## config.mk

```make
export PLATFORM = sky130hd
export DESIGN_NAME = polyphonic_voice_allocator
export DESIGN_NICKNAME = d
export VERILOG_FILES = /design/src/rtl/pva_pkg.sv /design/src/rtl/pva_ram.sv /design/src/rtl/pva_datapath.sv /design/src/rtl/pva_ctrl.sv /design/src/rtl/polyphonic_voice_allocator.sv
export SDC_FILE = /design/constraint.sdc
export NUM_CORES = 2
export LEC_CHECK = 0
export BUFFER_PORTS_ARGS = -buffer_cell sky130_fd_sc_hd__buf_2
export CELL_PAD_IN_SITES_DETAIL_PLACEMENT = 0
export CELL_PAD_IN_SITES_GLOBAL_PLACEMENT = 1
export CORE_MARGIN = 2
export CORE_UTILIZATION = 50
export DETAILED_ROUTE_END_ITERATION = 16
export GPL_ROUTABILITY_DRIVEN = 0
export HOLD_SLACK_MARGIN = 0.15
export PLACE_DENSITY_LB_ADDON = 0.25
export SETUP_SLACK_MARGIN = 0.5
export SLEW_MARGIN = 20
export SYNTH_ARGS = -nofsm -noshare
export SYNTH_HDL_FRONTEND = slang
export SYNTH_SLANG_ARGS = --single-unit
```

## constraint.sdc

```tcl
create_clock -name clk_i -period 13.02 [get_ports clk_i]
set_input_delay 0 -clock clk_i [delete_from_list [all_inputs] [get_ports clk_i]]
set_output_delay 0 -clock clk_i [all_outputs]
set_load 0.005 [all_outputs]
```

## src/rtl/pva_pkg.sv

```systemverilog
// Package for the polyphonic voice allocator.
// Holds codes, the controller/datapath command and status structs.
// No dependencies.
package pva_pkg;

  localparam logic [1:0] MODE_NOTE_ON  = 2'd0;
  localparam logic [1:0] MODE_NOTE_OFF = 2'd1;
  localparam logic [1:0] MODE_ALL_OFF  = 2'd2;
  localparam logic [1:0] MODE_FINISHED = 2'd3;

  localparam logic [2:0] ST_ASSIGNED = 3'd0;
  localparam logic [2:0] ST_STOLEN   = 3'd1;
  localparam logic [2:0] ST_RELEASED = 3'd2;
  localparam logic [2:0] ST_IGNORED  = 3'd3;
  localparam logic [2:0] ST_CLEARED  = 3'd4;
  localparam logic [2:0] ST_FREED    = 3'd5;

  localparam logic [3:0] DRUM_CHANNEL = 4'd9;
  localparam int         NUM_KEYS     = 128;

  localparam logic REG_VOICE_LIMIT  = 1'b0;
  localparam logic REG_RELEASE_MODE = 1'b1;

  typedef enum logic [2:0] {
    POS_HOLD, POS_ZERO, POS_LAST, POS_INC, POS_DEC, POS_BEST
  } pos_op_e;

  typedef enum logic [1:0] {
    T_ORD, T_S, T_BEST, T_VID
  } tsel_e;

  typedef enum logic [1:0] {
    PC_CH, PC_BEST, PC_SLOT
  } pcsel_e;

  typedef enum logic [1:0] {
    W_RD, W_BEST, W_POS
  } ord_wsel_e;

  typedef struct packed {
    logic       load;
    pos_op_e    pos_op;
    logic       ord_rd_next;
    logic       ord_we;
    ord_wsel_e  ord_wsel;
    tsel_e      tsel;
    logic       s_ld;
    logic       sd_we;
    logic       alive_set;
    logic       alive_clr;
    logic       rel_set;
    logic       clear_all;
    logic       total_inc;
    logic       total_dec;
    pcsel_e     pcsel;
    logic       pc_inc;
    logic       pc_dec;
    logic       best_try;
    logic       cnt_inc;
    logic       res_init;
    logic       res_set;
    logic [2:0] res_status;
    logic       slot_ld;
    logic       out_load;
    logic       clr_done;
  } cmd_t;

  typedef struct packed {
    logic       clr_pend;
    logic [1:0] mode;
    logic       ignore;
    logic       note_off;
    logic       ord_alive;
    logic       ord_rel;
    logic       vid_ok;
    logic       pos_zero;
    logic       pos_last;
    logic       pos_max;
    logic       match;
    logic       first_only;
    logic       out_busy;
  } stat_t;

endpackage

```

## src/rtl/pva_ram.sv

```systemverilog
// Generic single-write, single-read RAM with registered read data.
// No dependencies.
module pva_ram #(
  parameter int WIDTH = 8,
  parameter int DEPTH = 64
) (
  input  logic                                   clk_i,
  input  logic                                   we_i,
  input  logic [(DEPTH > 1 ? $clog2(DEPTH) : 1)-1:0] waddr_i,
  input  logic [WIDTH-1:0]                       wdata_i,
  input  logic [(DEPTH > 1 ? $clog2(DEPTH) : 1)-1:0] raddr_i,
  output logic [WIDTH-1:0]                       rdata_o
);

  logic [WIDTH-1:0] mem_q [DEPTH];

  always_ff @(posedge clk_i) begin
    if (we_i) begin
      mem_q[waddr_i] <= wdata_i;
    end
    rdata_o <= mem_q[raddr_i];
  end

endmodule

```

## src/rtl/pva_datapath.sv

```systemverilog
// Datapath of the voice allocator: order list and slot RAMs, voice flags,
// counters, scan position and the result register. Uses pva_pkg, pva_ram.
module pva_datapath #(
  parameter int MAX_VOICES = 64
) (
  input  logic          clk_i,
  input  logic          rst_ni,
  input  pva_pkg::cmd_t cmd_i,
  output pva_pkg::stat_t stat_o,
  input  logic [25:0]   item_i,
  input  logic [6:0]    limit_i,
  input  logic          first_only_i,
  input  logic          limit_wr_i,
  input  logic          m_tready_i,
  output logic          m_tvalid_o,
  output logic [31:0]   m_tdata_o
);

  localparam int SW = (MAX_VOICES > 1) ? $clog2(MAX_VOICES) : 1;
  localparam int CW = $clog2(MAX_VOICES + 1);

  logic [1:0] mode_q;
  logic [3:0] ch_q;
  logic [6:0] note_q, vel_q;
  logic [5:0] vid_q;

  logic [SW-1:0] pos_q, pos_d, lim_m1, ord_raddr, ord_wdata, ord_rdata, target;
  logic [SW-1:0] s_q, best_s_q, best_idx_q, vid_idx;
  logic [6:0]    best_vel_q;
  logic [3:0]    best_ch_q;
  logic [17:0]   sd_rdata;
  logic [3:0]    sd_ch, pc_idx;
  logic [6:0]    sd_note, sd_vel;

  logic [MAX_VOICES-1:0] alive_q, alive_d, rel_q, rel_d;
  logic [CW-1:0] per_ch_q [16];
  logic [CW-1:0] per_ch_d [16];
  logic [CW-1:0] pc_cur, total_q, total_d;
  logic [CW-1:0] cnt_q;
  logic [2:0]    status_q;
  logic [5:0]    vslot_q;
  logic          clr_pend_q, out_valid_q;

  assign sd_ch   = sd_rdata[17:14];
  assign sd_note = sd_rdata[13:7];
  assign sd_vel  = sd_rdata[6:0];
  assign vid_idx = SW'(vid_q);

  always_comb begin
    if (limit_i == 7'd0) begin
      lim_m1 = '0;
    end else if (int'(limit_i) > MAX_VOICES) begin
      lim_m1 = SW'(MAX_VOICES - 1);
    end else begin
      lim_m1 = SW'(limit_i - 7'd1);
    end
  end

  always_comb begin
    case (cmd_i.pos_op)
      pva_pkg::POS_ZERO: pos_d = '0;
      pva_pkg::POS_LAST: pos_d = lim_m1;
      pva_pkg::POS_INC:  pos_d = pos_q + SW'(1);
      pva_pkg::POS_DEC:  pos_d = pos_q - SW'(1);
      pva_pkg::POS_BEST: pos_d = best_idx_q;
      default:           pos_d = pos_q;
    endcase
  end

  assign ord_raddr = cmd_i.ord_rd_next ? pos_q + SW'(1) : pos_q;

  always_comb begin
    case (cmd_i.ord_wsel)
      pva_pkg::W_BEST: ord_wdata = best_s_q;
      pva_pkg::W_POS:  ord_wdata = pos_q;
      default:         ord_wdata = ord_rdata;
    endcase
  end

  always_comb begin
    case (cmd_i.tsel)
      pva_pkg::T_S:    target = s_q;
      pva_pkg::T_BEST: target = best_s_q;
      pva_pkg::T_VID:  target = vid_idx;
      default:         target = ord_rdata;
    endcase
  end

  pva_ram #(.WIDTH(SW), .DEPTH(MAX_VOICES)) u_order_ram (
    .clk_i   (clk_i),
    .we_i    (cmd_i.ord_we),
    .waddr_i (pos_q),
    .wdata_i (ord_wdata),
    .raddr_i (ord_raddr),
    .rdata_o (ord_rdata)
  );

  pva_ram #(.WIDTH(18), .DEPTH(MAX_VOICES)) u_slot_ram (
    .clk_i   (clk_i),
    .we_i    (cmd_i.sd_we),
    .waddr_i (target),
    .wdata_i ({ch_q, note_q, vel_q}),
    .raddr_i (target),
    .rdata_o (sd_rdata)
  );

  always_comb begin
    alive_d = alive_q;
    rel_d   = rel_q;
    for (int i = 0; i < MAX_VOICES; i++) begin
      if (cmd_i.clear_all || limit_wr_i) begin
        alive_d[i] = 1'b0;
        rel_d[i]   = 1'b0;
      end else if (target == SW'(i)) begin
        if (cmd_i.alive_set) begin
          alive_d[i] = 1'b1;
          rel_d[i]   = 1'b0;
        end else if (cmd_i.alive_clr) begin
          alive_d[i] = 1'b0;
          rel_d[i]   = 1'b0;
        end else if (cmd_i.rel_set) begin
          rel_d[i] = 1'b1;
        end
      end
    end
  end

  always_comb begin
    case (cmd_i.pcsel)
      pva_pkg::PC_BEST: pc_idx = best_ch_q;
      pva_pkg::PC_SLOT: pc_idx = sd_ch;
      default:          pc_idx = ch_q;
    endcase
  end
  assign pc_cur = per_ch_q[pc_idx];

  always_comb begin
    per_ch_d = per_ch_q;
    total_d  = total_q;
    if (cmd_i.clear_all || limit_wr_i) begin
      for (int i = 0; i < 16; i++) begin
        per_ch_d[i] = '0;
      end
      total_d = '0;
    end else begin
      if (cmd_i.pc_inc) begin
        per_ch_d[pc_idx] = pc_cur + CW'(1);
      end else if (cmd_i.pc_dec && pc_cur != '0) begin
        per_ch_d[pc_idx] = pc_cur - CW'(1);
      end
      if (cmd_i.total_inc) begin
        total_d = total_q + CW'(1);
      end else if (cmd_i.total_dec && total_q != '0) begin
        total_d = total_q - CW'(1);
      end
    end
  end

  always_ff @(posedge clk_i or negedge rst_ni) begin
    if (!rst_ni) begin
      pos_q       <= '0;
      alive_q     <= '0;
      rel_q       <= '0;
      total_q     <= '0;
      clr_pend_q  <= 1'b1;
      out_valid_q <= 1'b0;
      for (int i = 0; i < 16; i++) begin
        per_ch_q[i] <= '0;
      end
    end else begin
      pos_q    <= pos_d;
      alive_q  <= alive_d;
      rel_q    <= rel_d;
      total_q  <= total_d;
      per_ch_q <= per_ch_d;
      if (limit_wr_i) begin
        clr_pend_q <= 1'b1;
      end else if (cmd_i.clr_done) begin
        clr_pend_q <= 1'b0;
      end
      if (cmd_i.out_load) begin
        out_valid_q <= 1'b1;
      end else if (m_tready_i) begin
        out_valid_q <= 1'b0;
      end
    end
  end

  always_ff @(posedge clk_i) begin
    if (cmd_i.load) begin
      mode_q <= item_i[1:0];
      ch_q   <= item_i[5:2];
      note_q <= item_i[12:6];
      vel_q  <= item_i[19:13];
      vid_q  <= item_i[25:20];
    end
    if (cmd_i.s_ld) begin
      s_q <= ord_rdata;
    end
    if (cmd_i.best_try && (pos_q == '0 || sd_vel < best_vel_q)) begin
      best_idx_q <= pos_q;
      best_s_q   <= s_q;
      best_vel_q <= sd_vel;
      best_ch_q  <= sd_ch;
    end
    if (cmd_i.res_init) begin
      cnt_q   <= '0;
      vslot_q <= '0;
    end else begin
      if (cmd_i.cnt_inc) begin
        cnt_q <= cnt_q + CW'(1);
      end
      if (cmd_i.slot_ld) begin
        vslot_q <= 6'(target);
      end
    end
    if (cmd_i.res_set) begin
      status_q <= cmd_i.res_status;
    end
    if (cmd_i.out_load) begin
      m_tdata_o <= {2'b00, 7'(pc_cur), 7'(total_q), 7'(cnt_q), vslot_q, status_q};
    end
  end

  assign m_tvalid_o = out_valid_q;

  always_comb begin
    stat_o.clr_pend   = clr_pend_q;
    stat_o.mode       = mode_q;
    stat_o.ignore     = (ch_q == pva_pkg::DRUM_CHANNEL) ||
                        ({1'b0, note_q} >= 8'(pva_pkg::NUM_KEYS));
    stat_o.note_off   = (mode_q == pva_pkg::MODE_NOTE_OFF) || (vel_q == 7'd0);
    stat_o.ord_alive  = alive_q[ord_rdata];
    stat_o.ord_rel    = rel_q[ord_rdata];
    stat_o.vid_ok     = ({3'b000, vid_q} < 9'(MAX_VOICES)) && alive_q[vid_idx];
    stat_o.pos_zero   = (pos_q == '0);
    stat_o.pos_last   = (pos_q == lim_m1);
    stat_o.pos_max    = (pos_q == SW'(MAX_VOICES - 1));
    stat_o.match      = (sd_ch == ch_q) && (sd_note == note_q);
    stat_o.first_only = first_only_i;
    stat_o.out_busy   = out_valid_q && !m_tready_i;
  end

  a_total_bound: assert property (@(posedge clk_i) disable iff (!rst_ni)
    int'(total_q) <= MAX_VOICES)
    else $error("active voice count beyond slot count");

  a_no_overwrite: assert property (@(posedge clk_i) disable iff (!rst_ni)
    cmd_i.out_load |-> !(out_valid_q && !m_tready_i))
    else $error("result overwritten before it was taken");

  a_clear_zeroes: assert property (@(posedge clk_i) disable iff (!rst_ni)
    cmd_i.clear_all |=> (total_q == '0 && alive_q == '0))
    else $error("clear left voices sounding");

  a_limit_clears: assert property (@(posedge clk_i) disable iff (!rst_ni)
    limit_wr_i |=> (clr_pend_q && alive_q == '0))
    else $error("limit write did not start the order rebuild");

endmodule

```

## src/rtl/pva_ctrl.sv

```systemverilog
// Controller state machine of the voice allocator: sequences scans over the
// order list and issues commands to the datapath. Uses pva_pkg.
module pva_ctrl (
  input  logic           clk_i,
  input  logic           rst_ni,
  input  logic           in_valid_i,
  output logic           in_ready_o,
  input  pva_pkg::stat_t stat_i,
  output pva_pkg::cmd_t  cmd_o
);

  typedef enum logic [4:0] {
    S_IDLE, S_CLR, S_DEC, S_ON_RD, S_ON_WT, S_ST_RD, S_ST_WO, S_ST_WS, S_ST_END,
    S_SH_CHK, S_SH_WT, S_SH_LAST, S_ST_INC, S_OFF_RD, S_OFF_WO, S_OFF_WS,
    S_OFF_NXT, S_FIN, S_RES
  } state_e;

  state_e state_q, state_d;

  assign in_ready_o = (state_q == S_IDLE) && !stat_i.clr_pend;

  always_comb begin
    cmd_o   = '0;
    state_d = state_q;
    unique case (state_q)
      S_IDLE: begin
        if (stat_i.clr_pend) begin
          cmd_o.pos_op = pva_pkg::POS_ZERO;
          state_d      = S_CLR;
        end else if (in_valid_i) begin
          cmd_o.load = 1'b1;
          state_d    = S_DEC;
        end
      end
      S_CLR: begin
        cmd_o.ord_we   = 1'b1;
        cmd_o.ord_wsel = pva_pkg::W_POS;
        if (stat_i.pos_max) begin
          cmd_o.clr_done = 1'b1;
          state_d        = S_IDLE;
        end else begin
          cmd_o.pos_op = pva_pkg::POS_INC;
        end
      end
      S_DEC: begin
        cmd_o.res_init = 1'b1;
        unique case (stat_i.mode)
          pva_pkg::MODE_NOTE_ON, pva_pkg::MODE_NOTE_OFF: begin
            if (stat_i.ignore) begin
              cmd_o.res_set    = 1'b1;
              cmd_o.res_status = pva_pkg::ST_IGNORED;
              state_d          = S_RES;
            end else if (stat_i.note_off) begin
              cmd_o.pos_op = pva_pkg::POS_LAST;
              state_d      = S_OFF_RD;
            end else begin
              cmd_o.pos_op = pva_pkg::POS_ZERO;
              state_d      = S_ON_RD;
            end
          end
          pva_pkg::MODE_ALL_OFF: begin
            cmd_o.clear_all  = 1'b1;
            cmd_o.res_set    = 1'b1;
            cmd_o.res_status = pva_pkg::ST_CLEARED;
            state_d          = S_RES;
          end
          default: begin
            cmd_o.tsel = pva_pkg::T_VID;
            if (stat_i.vid_ok) begin
              state_d = S_FIN;
            end else begin
              cmd_o.res_set    = 1'b1;
              cmd_o.res_status = pva_pkg::ST_IGNORED;
              state_d          = S_RES;
            end
          end
        endcase
      end
      S_ON_RD: state_d = S_ON_WT;
      S_ON_WT: begin
        if (!stat_i.ord_alive) begin
          cmd_o.tsel       = pva_pkg::T_ORD;
          cmd_o.sd_we      = 1'b1;
          cmd_o.alive_set  = 1'b1;
          cmd_o.total_inc  = 1'b1;
          cmd_o.pcsel      = pva_pkg::PC_CH;
          cmd_o.pc_inc     = 1'b1;
          cmd_o.slot_ld    = 1'b1;
          cmd_o.res_set    = 1'b1;
          cmd_o.res_status = pva_pkg::ST_ASSIGNED;
          state_d          = S_RES;
        end else if (stat_i.pos_last) begin
          cmd_o.pos_op = pva_pkg::POS_ZERO;
          state_d      = S_ST_RD;
        end else begin
          cmd_o.pos_op = pva_pkg::POS_INC;
          state_d      = S_ON_RD;
        end
      end
      S_ST_RD: state_d = S_ST_WO;
      S_ST_WO: begin
        cmd_o.s_ld = 1'b1;
        cmd_o.tsel = pva_pkg::T_ORD;
        state_d    = S_ST_WS;
      end
      S_ST_WS: begin
        cmd_o.best_try = 1'b1;
        if (stat_i.pos_last) begin
          state_d = S_ST_END;
        end else begin
          cmd_o.pos_op = pva_pkg::POS_INC;
          state_d      = S_ST_RD;
        end
      end
      S_ST_END: begin
        cmd_o.pos_op = pva_pkg::POS_BEST;
        state_d      = S_SH_CHK;
      end
      S_SH_CHK: begin
        if (stat_i.pos_last) begin
          state_d = S_SH_LAST;
        end else begin
          cmd_o.ord_rd_next = 1'b1;
          state_d           = S_SH_WT;
        end
      end
      S_SH_WT: begin
        // data read at pos+1 moves down one place
        cmd_o.ord_we   = 1'b1;
        cmd_o.ord_wsel = pva_pkg::W_RD;
        cmd_o.pos_op   = pva_pkg::POS_INC;
        state_d        = S_SH_CHK;
      end
      S_SH_LAST: begin
        cmd_o.ord_we    = 1'b1;
        cmd_o.ord_wsel  = pva_pkg::W_BEST;
        cmd_o.tsel      = pva_pkg::T_BEST;
        cmd_o.sd_we     = 1'b1;
        cmd_o.alive_set = 1'b1;
        cmd_o.pcsel     = pva_pkg::PC_BEST;
        cmd_o.pc_dec    = 1'b1;
        cmd_o.slot_ld   = 1'b1;
        state_d         = S_ST_INC;
      end
      S_ST_INC: begin
        cmd_o.pcsel      = pva_pkg::PC_CH;
        cmd_o.pc_inc     = 1'b1;
        cmd_o.res_set    = 1'b1;
        cmd_o.res_status = pva_pkg::ST_STOLEN;
        state_d          = S_RES;
      end
      S_OFF_RD: state_d = S_OFF_WO;
      S_OFF_WO: begin
        cmd_o.s_ld = 1'b1;
        cmd_o.tsel = pva_pkg::T_ORD;
        state_d    = (stat_i.ord_alive && !stat_i.ord_rel) ? S_OFF_WS : S_OFF_NXT;
      end
      S_OFF_WS: begin
        state_d = S_OFF_NXT;
        if (stat_i.match) begin
          cmd_o.tsel    = pva_pkg::T_S;
          cmd_o.rel_set = 1'b1;
          cmd_o.cnt_inc = 1'b1;
          if (stat_i.first_only) begin
            cmd_o.res_set    = 1'b1;
            cmd_o.res_status = pva_pkg::ST_RELEASED;
            state_d          = S_RES;
          end
        end
      end
      S_OFF_NXT: begin
        if (stat_i.pos_zero) begin
          cmd_o.res_set    = 1'b1;
          cmd_o.res_status = pva_pkg::ST_RELEASED;
          state_d          = S_RES;
        end else begin
          cmd_o.pos_op = pva_pkg::POS_DEC;
          state_d      = S_OFF_RD;
        end
      end
      S_FIN: begin
        cmd_o.tsel       = pva_pkg::T_VID;
        cmd_o.alive_clr  = 1'b1;
        cmd_o.total_dec  = 1'b1;
        cmd_o.pcsel      = pva_pkg::PC_SLOT;
        cmd_o.pc_dec     = 1'b1;
        cmd_o.res_set    = 1'b1;
        cmd_o.res_status = pva_pkg::ST_FREED;
        state_d          = S_RES;
      end
      S_RES: begin
        cmd_o.pcsel = pva_pkg::PC_CH;
        if (!stat_i.out_busy) begin
          cmd_o.out_load = 1'b1;
          state_d        = S_IDLE;
        end
      end
      default: state_d = S_IDLE;
    endcase
  end

  always_ff @(posedge clk_i or negedge rst_ni) begin
    if (!rst_ni) begin
      state_q <= S_IDLE;
    end else begin
      state_q <= state_d;
    end
  end

  a_load_when_idle: assert property (@(posedge clk_i) disable iff (!rst_ni)
    cmd_o.load |-> (state_q == S_IDLE && !stat_i.clr_pend))
    else $error("request taken outside idle");

  a_flag_excl: assert property (@(posedge clk_i) disable iff (!rst_ni)
    !(cmd_o.alive_set && cmd_o.alive_clr))
    else $error("voice both started and freed");

  a_clr_done: assert property (@(posedge clk_i) disable iff (!rst_ni)
    cmd_o.clr_done |=> state_q == S_IDLE)
    else $error("order rebuild did not return to idle");

endmodule

```

## src/rtl/polyphonic_voice_allocator.sv

```systemverilog
// Polyphonic voice allocator, top level: stream ports, APB register port.
// Depends on pva_pkg, pva_ctrl, pva_datapath (and pva_ram beneath it).
//
// One request is handled at a time; the order list and slot data sit in
// RAMs and are scanned one position per step.
// A note-on takes the first free slot in the order list; if there is none,
// it steals the voice of lowest velocity by a free search, a velocity scan
// and an order shift. A note-off scans the order list from the last position
// down. A result still waiting at the output holds up the next result.
// After reset and after every write to voice_limit the order list is rebuilt,
// one entry a cycle, during which tready is low.
// A finished result waits in an output register.
module polyphonic_voice_allocator #(
  parameter int MAX_VOICES = 64
) (
  input  logic        clk_i,
  input  logic        rst_ni,
  input  logic        s_axis_tvalid_i,
  output logic        s_axis_tready_o,
  // mode[1:0], channel[5:2], note[12:6], velocity[19:13], voice_id[25:20]
  input  logic [31:0] s_axis_tdata_i,
  output logic        m_axis_tvalid_o,
  input  logic        m_axis_tready_i,
  // status[2:0], voice_slot[8:3], released_count[15:9], active_voices[22:16],
  // channel_voices[29:23]
  output logic [31:0] m_axis_tdata_o,
  input  logic        psel,
  input  logic        penable,
  input  logic        pwrite,
  input  logic [2:0]  paddr,
  input  logic [31:0] pwdata,
  output logic [31:0] prdata,
  output logic        pready
);

  pva_pkg::cmd_t  cmd;
  pva_pkg::stat_t stat;
  logic [6:0] limit_q;
  logic       first_only_q;
  logic       cfg_wr, limit_wr;

  assign pready   = 1'b1;
  assign cfg_wr   = psel && penable && pwrite;
  assign limit_wr = cfg_wr && (paddr[2] == pva_pkg::REG_VOICE_LIMIT);

  always_ff @(posedge clk_i or negedge rst_ni) begin
    if (!rst_ni) begin
      limit_q      <= 7'd64;
      first_only_q <= 1'b1;
    end else if (cfg_wr) begin
      if (paddr[2] == pva_pkg::REG_VOICE_LIMIT) begin
        limit_q <= pwdata[6:0];
      end else begin
        first_only_q <= pwdata[0];
      end
    end
  end

  assign prdata = (paddr[2] == pva_pkg::REG_RELEASE_MODE) ? {31'd0, first_only_q}
                                                          : {25'd0, limit_q};

  pva_ctrl u_ctrl (
    .clk_i      (clk_i),
    .rst_ni     (rst_ni),
    .in_valid_i (s_axis_tvalid_i),
    .in_ready_o (s_axis_tready_o),
    .stat_i     (stat),
    .cmd_o      (cmd)
  );

  pva_datapath #(.MAX_VOICES(MAX_VOICES)) u_datapath (
    .clk_i        (clk_i),
    .rst_ni       (rst_ni),
    .cmd_i        (cmd),
    .stat_o       (stat),
    .item_i       (s_axis_tdata_i[25:0]),
    .limit_i      (limit_q),
    .first_only_i (first_only_q),
    .limit_wr_i   (limit_wr),
    .m_tready_i   (m_axis_tready_i),
    .m_tvalid_o   (m_axis_tvalid_o),
    .m_tdata_o    (m_axis_tdata_o)
  );

endmodule
```

==> results.md <==
- # Post-CTS Setup Buffers: 0
- Worst setup EP type: flip-flop
- Switching fraction of total power: 0.392
- Ranking of synthesized cells by instance count: sky130_fd_sc_hd__edfxtp_1, sky130_fd_sc_hd__nand2_1, sky130_fd_sc_hd__nand3_1
- Cell taking the most area after synthesis: sky130_fd_sc_hd__edfxtp_1
- Time the worst path needs with I/O delays and setup: 7.30 ns
- Startpoint of the tightest hold check path: psel
- Count of distinct cell types in the synthesized netlist: 104
- Number of I/O pins: 141
- ANT nets after route: 0
- Max Freq: 137 MHz
- Register area share after synthesis: 0.685
- Remaining global-route overflow: 0
- Async S/R FF share, synth: 0.139
- Clock Latency Late Sink: 0.85 ns
- Clock sink total: 1929
- Final non-filler cell total: 8830
- Run status: finished clean
- Worst setup slack for register-to-register paths: 5.72 ns
- Largest net degree at the start of global routing: 164
- Max transition margin: 0.228
- Cell internal pwr: 12800 uW
- Worst-case reg-to-reg path depth: 15
- Count of hold buffers inserted by post-cts repair: 86
- Crit Reg-Reg Endpoint: u_datapath.u_slot_ram.rdata_o[6]
- Unrepaired setup endpoints after global routing: no
- Final sum of negative setup slack: 0 ns
- Number of nets in the final layout: 6571
- Main area contributors after synthesis: sky130_fd_sc_hd__edfxtp_1, sky130_fd_sc_hd__dfrtp_1, sky130_fd_sc_hd__nand2_1
- Total detailed-routing wirelength: 229000 um
- Required time reported for the critical path endpoint: 13.79 ns
- Number of buffers on the longest clock path: 3
- Number of instances in the synthesized netlist: 6385
- Row cnt: 148
- Number of setup violations in the final report: 0
- Chip width: 409 um
- Startpoint Class: flip-flop
- Wire per inst: 25.9 um
- Total via count in the routed design: 54677
- Share of the cycle needed by the critical path after routing: 0.561
- Worst hold path depth: 5
- Area share of the largest cell type after synthesis: 0.594
- Number of antenna violations at the first check in global routing: 6
- Dominant synthesized flop cell: sky130_fd_sc_hd__edfxtp_1
- Starting utilization of the core area: 0.504
- MaxCap Viol Count: 0
- Portion of total power attributed to the clock network: 0.263
- Area growth from synthesis to layout: 12.3%
- Crit Path Class: reg2reg
- Clock-pin transition on the worst setup and hold timing paths: 0.07 ns
- Via/cell ratio: 6.19
- DR DRC count: 0
- Number of placed instances with taps included: 8369
- Average footprint of a synthesized cell: 12.8 um2
- Tightest Pin Transition: 1.16 ns
- Combinational power share: 0.376
- Worst EP arrival: 8.07 ns
- Netlist area before placement: 82000 um2
- Drt first pass iters: 6
- Setup clock skew after layout: 0.0310 ns
- Clock tree from TritonCTS: yes
- Fraction of final layout cells sized beyond drive strength 1: 0.120
- Total clock buffers created by CTS: 195
- Number of global-route vias before repair: 52025
- Total net switching power: 8260 uW
- FF-to-FF Start: u_ctrl.state_q[1]
- Number of buffer cells added on primary ports: 79
- Overall track demand over capacity in global routing: 0.269
- Number of DRC violations after detailed-routing iteration 0: 6943
- Yosys warning count: 0
- DIE AREA: 167000 um2
- Worst-case hold path end point: u_datapath.total_q[3]
- Worst VDD drop: 0.000305 V
- CTS resizes: 0
- CTS root buf: sky130_fd_sc_hd__clkbuf_16
- First-pass GRT wire length: 339000 um
- Max Fanout on Critical Path: 134
- Worst min path class: in2reg
- Detailed placer's ending HPWL: 133000 um
- Fraction of power consumed by sequential logic: 0.361
- Static Leakage: 0.0324 uW
- CTS H-Tree Depth: 4
- Count of flip-flops with a built-in enable after synthesis: 1624
- Flops & latches, synth: 1929
- Final hold vios: 0
- Power density over the cells: 229 nW/um2
- Most frequent cell after synthesis: sky130_fd_sc_hd__edfxtp_1
- Die boundary height: 409 um
- Core Region: 163000 um2
- Number of pins with negative max-slew slack in the final report: 0
[cell families after synthesis]
| logic type | Yosys count | synth area share |
|---|---|---|
| compound gates | 1080 | 0.0933 |
| xor+xnor | 39 | 0.00444 |
| fa+ha+maj | 20 | 0.00314 |
| buf+inv | 499 | 0.0266 |
| flops | 1929 | 0.685 |
| mux | 283 | 0.0527 |
| other cells | 2 | 0.0000915 |
| simple gates | 2533 | 0.135 |
[stage by stage]
| step | worst slack (ns) | power, uW | instance area [um2] | hold slack [ns] | util |
|---|---|---|---|---|---|
| final | 5.72 | 21100 | 92200 | 0.259 | 0.566 |
| after global routing | 5.44 | 22000 | 92200 | 0.267 | 0.566 |
| after CTS | 5.84 | 21100 | 92100 | 0.176 | 0.566 |
| after detailed placement | 5.87 | 15500 | 84900 | 0.179 | 0.522 |
| after global placement | 5.92 | 15400 | 84900 | 0.177 | 0.521 |
| after floorplan | 8.39 | 12800 | 82100 | -0.296 | - |
[cell usage in the layout (no fill, tap or decap), types with 40 or more instances in the layout]
cell type	netlist	final
sky130_fd_sc_hd__buf_4	37	170
sky130_fd_sc_hd__nand3_1	517	514
sky130_fd_sc_hd__mux4_2	115	115
sky130_fd_sc_hd__a21oi_1	223	223
sky130_fd_sc_hd__nor2_1	251	198
sky130_fd_sc_hd__a211oi_1	40	40
sky130_fd_sc_hd__and3_1	155	155
sky130_fd_sc_hd__dfrtp_1	265	263
sky130_fd_sc_hd__buf_2	93	78
sky130_fd_sc_hd__a32oi_1	52	52
sky130_fd_sc_hd__clkbuf_16	0	197
sky130_fd_sc_hd__o2bb2ai_1	112	112
sky130_fd_sc_hd__a32o_1	57	57
sky130_fd_sc_hd__clkbuf_1	268	47
sky130_fd_sc_hd__dlygate4sd3_1	0	85
sky130_fd_sc_hd__edfxtp_1	1624	1624
sky130_fd_sc_hd__clkinv_1	0	42
sky130_fd_sc_hd__a31oi_1	191	191
sky130_fd_sc_hd__a22oi_1	57	57
sky130_fd_sc_hd__o21ai_0	94	94
sky130_fd_sc_hd__nand2_1	1428	1424
sky130_fd_sc_hd__mux2i_1	140	140
[layer usage]
layer,wire length [um],track usage,vias to the layer above
li1,-,-,24206
met1,96600,0.388,27580
met2,107000,0.423,2501
met3,18800,0.0407,388
met4,6570,0.0847,2
met5,13,0,-
[power by group through the flow]
stage | Sequential (uW) | Combinational (uW) | Clock [uW]
final | 7610 | 7930 | 5560
after global routing | 7640 | 8540 | 5860
after detailed placement | 7720 | 7830 | 0
after global placement | 7710 | 7740 | 0
after CTS | 7600 | 7890 | 5620
after floorplan | 7570 | 5270 | 0
[worst max path at each step]
| stage | from | endpoint | slack, ns |
|---|---|---|---|
| floorplan | u_datapath.ch_q[0] | u_datapath.u_slot_ram.mem_q[30][0] | 8.39 |
| global placement | u_ctrl.state_q[1] | u_datapath.u_slot_ram.rdata_o[6] | 5.92 |
| detailed placement | u_ctrl.state_q[1] | u_datapath.u_slot_ram.rdata_o[6] | 5.87 |
| CTS | u_ctrl.state_q[1] | u_datapath.u_slot_ram.rdata_o[6] | 5.84 |
| global route | u_ctrl.state_q[1] | u_datapath.u_slot_ram.rdata_o[6] | 5.44 |
| finish | u_ctrl.state_q[1] | u_datapath.u_slot_ram.rdata_o[6] | 5.72 |
[sequential cells by signal, summed over array words and instances, names as in the netlist, 7 cells and up]
signal / flops
u_datapath.note_q: 7
u_datapath.per_ch_q: 112
u_datapath.best_vel_q: 7
u_datapath.alive_q: 64
limit_q: 7
u_datapath.cnt_q: 7
u_datapath.rel_q: 64
u_datapath.vel_q: 7
u_datapath.total_q: 7
u_datapath.u_slot_ram.mem_q: 1152
u_datapath.u_order_ram.mem_q: 384
u_datapath.m_tdata_o: 30
u_datapath.u_slot_ram.rdata_o: 18
[critical path: stages, from the launching register on]
cell and delay [ns]:
sky130_fd_sc_hd__dfrtp_1 0.69, sky130_fd_sc_hd__and2b_1 0.32, sky130_fd_sc_hd__nand4_1 0.38, sky130_fd_sc_hd__nor4_2 0.37
sky130_fd_sc_hd__buf_4 0.74, sky130_fd_sc_hd__or4b_2 0.31, sky130_fd_sc_hd__o31a_2 0.59, sky130_fd_sc_hd__buf_4 0.75
sky130_fd_sc_hd__buf_12 0.53, sky130_fd_sc_hd__buf_4 0.78, sky130_fd_sc_hd__nand2_1 0.10, sky130_fd_sc_hd__and3_1 0.20
sky130_fd_sc_hd__a31oi_1 0.14, sky130_fd_sc_hd__a22oi_1 0.22, sky130_fd_sc_hd__a21oi_1 0.54, sky130_fd_sc_hd__or4_1 0.20
[layout make-up]
type	count	area [um2]
diodes	5	12.5
clock buffers	255	5260
clock inverters	115	1100
fillers	12958	70600
inverters	29	109
multi-input cells	3983	24100
flip-flops and latches	1929	56200
well taps	2175	2720
repair buffers	339	2640
Note: power is estimated with default switching activity, not from simulation.
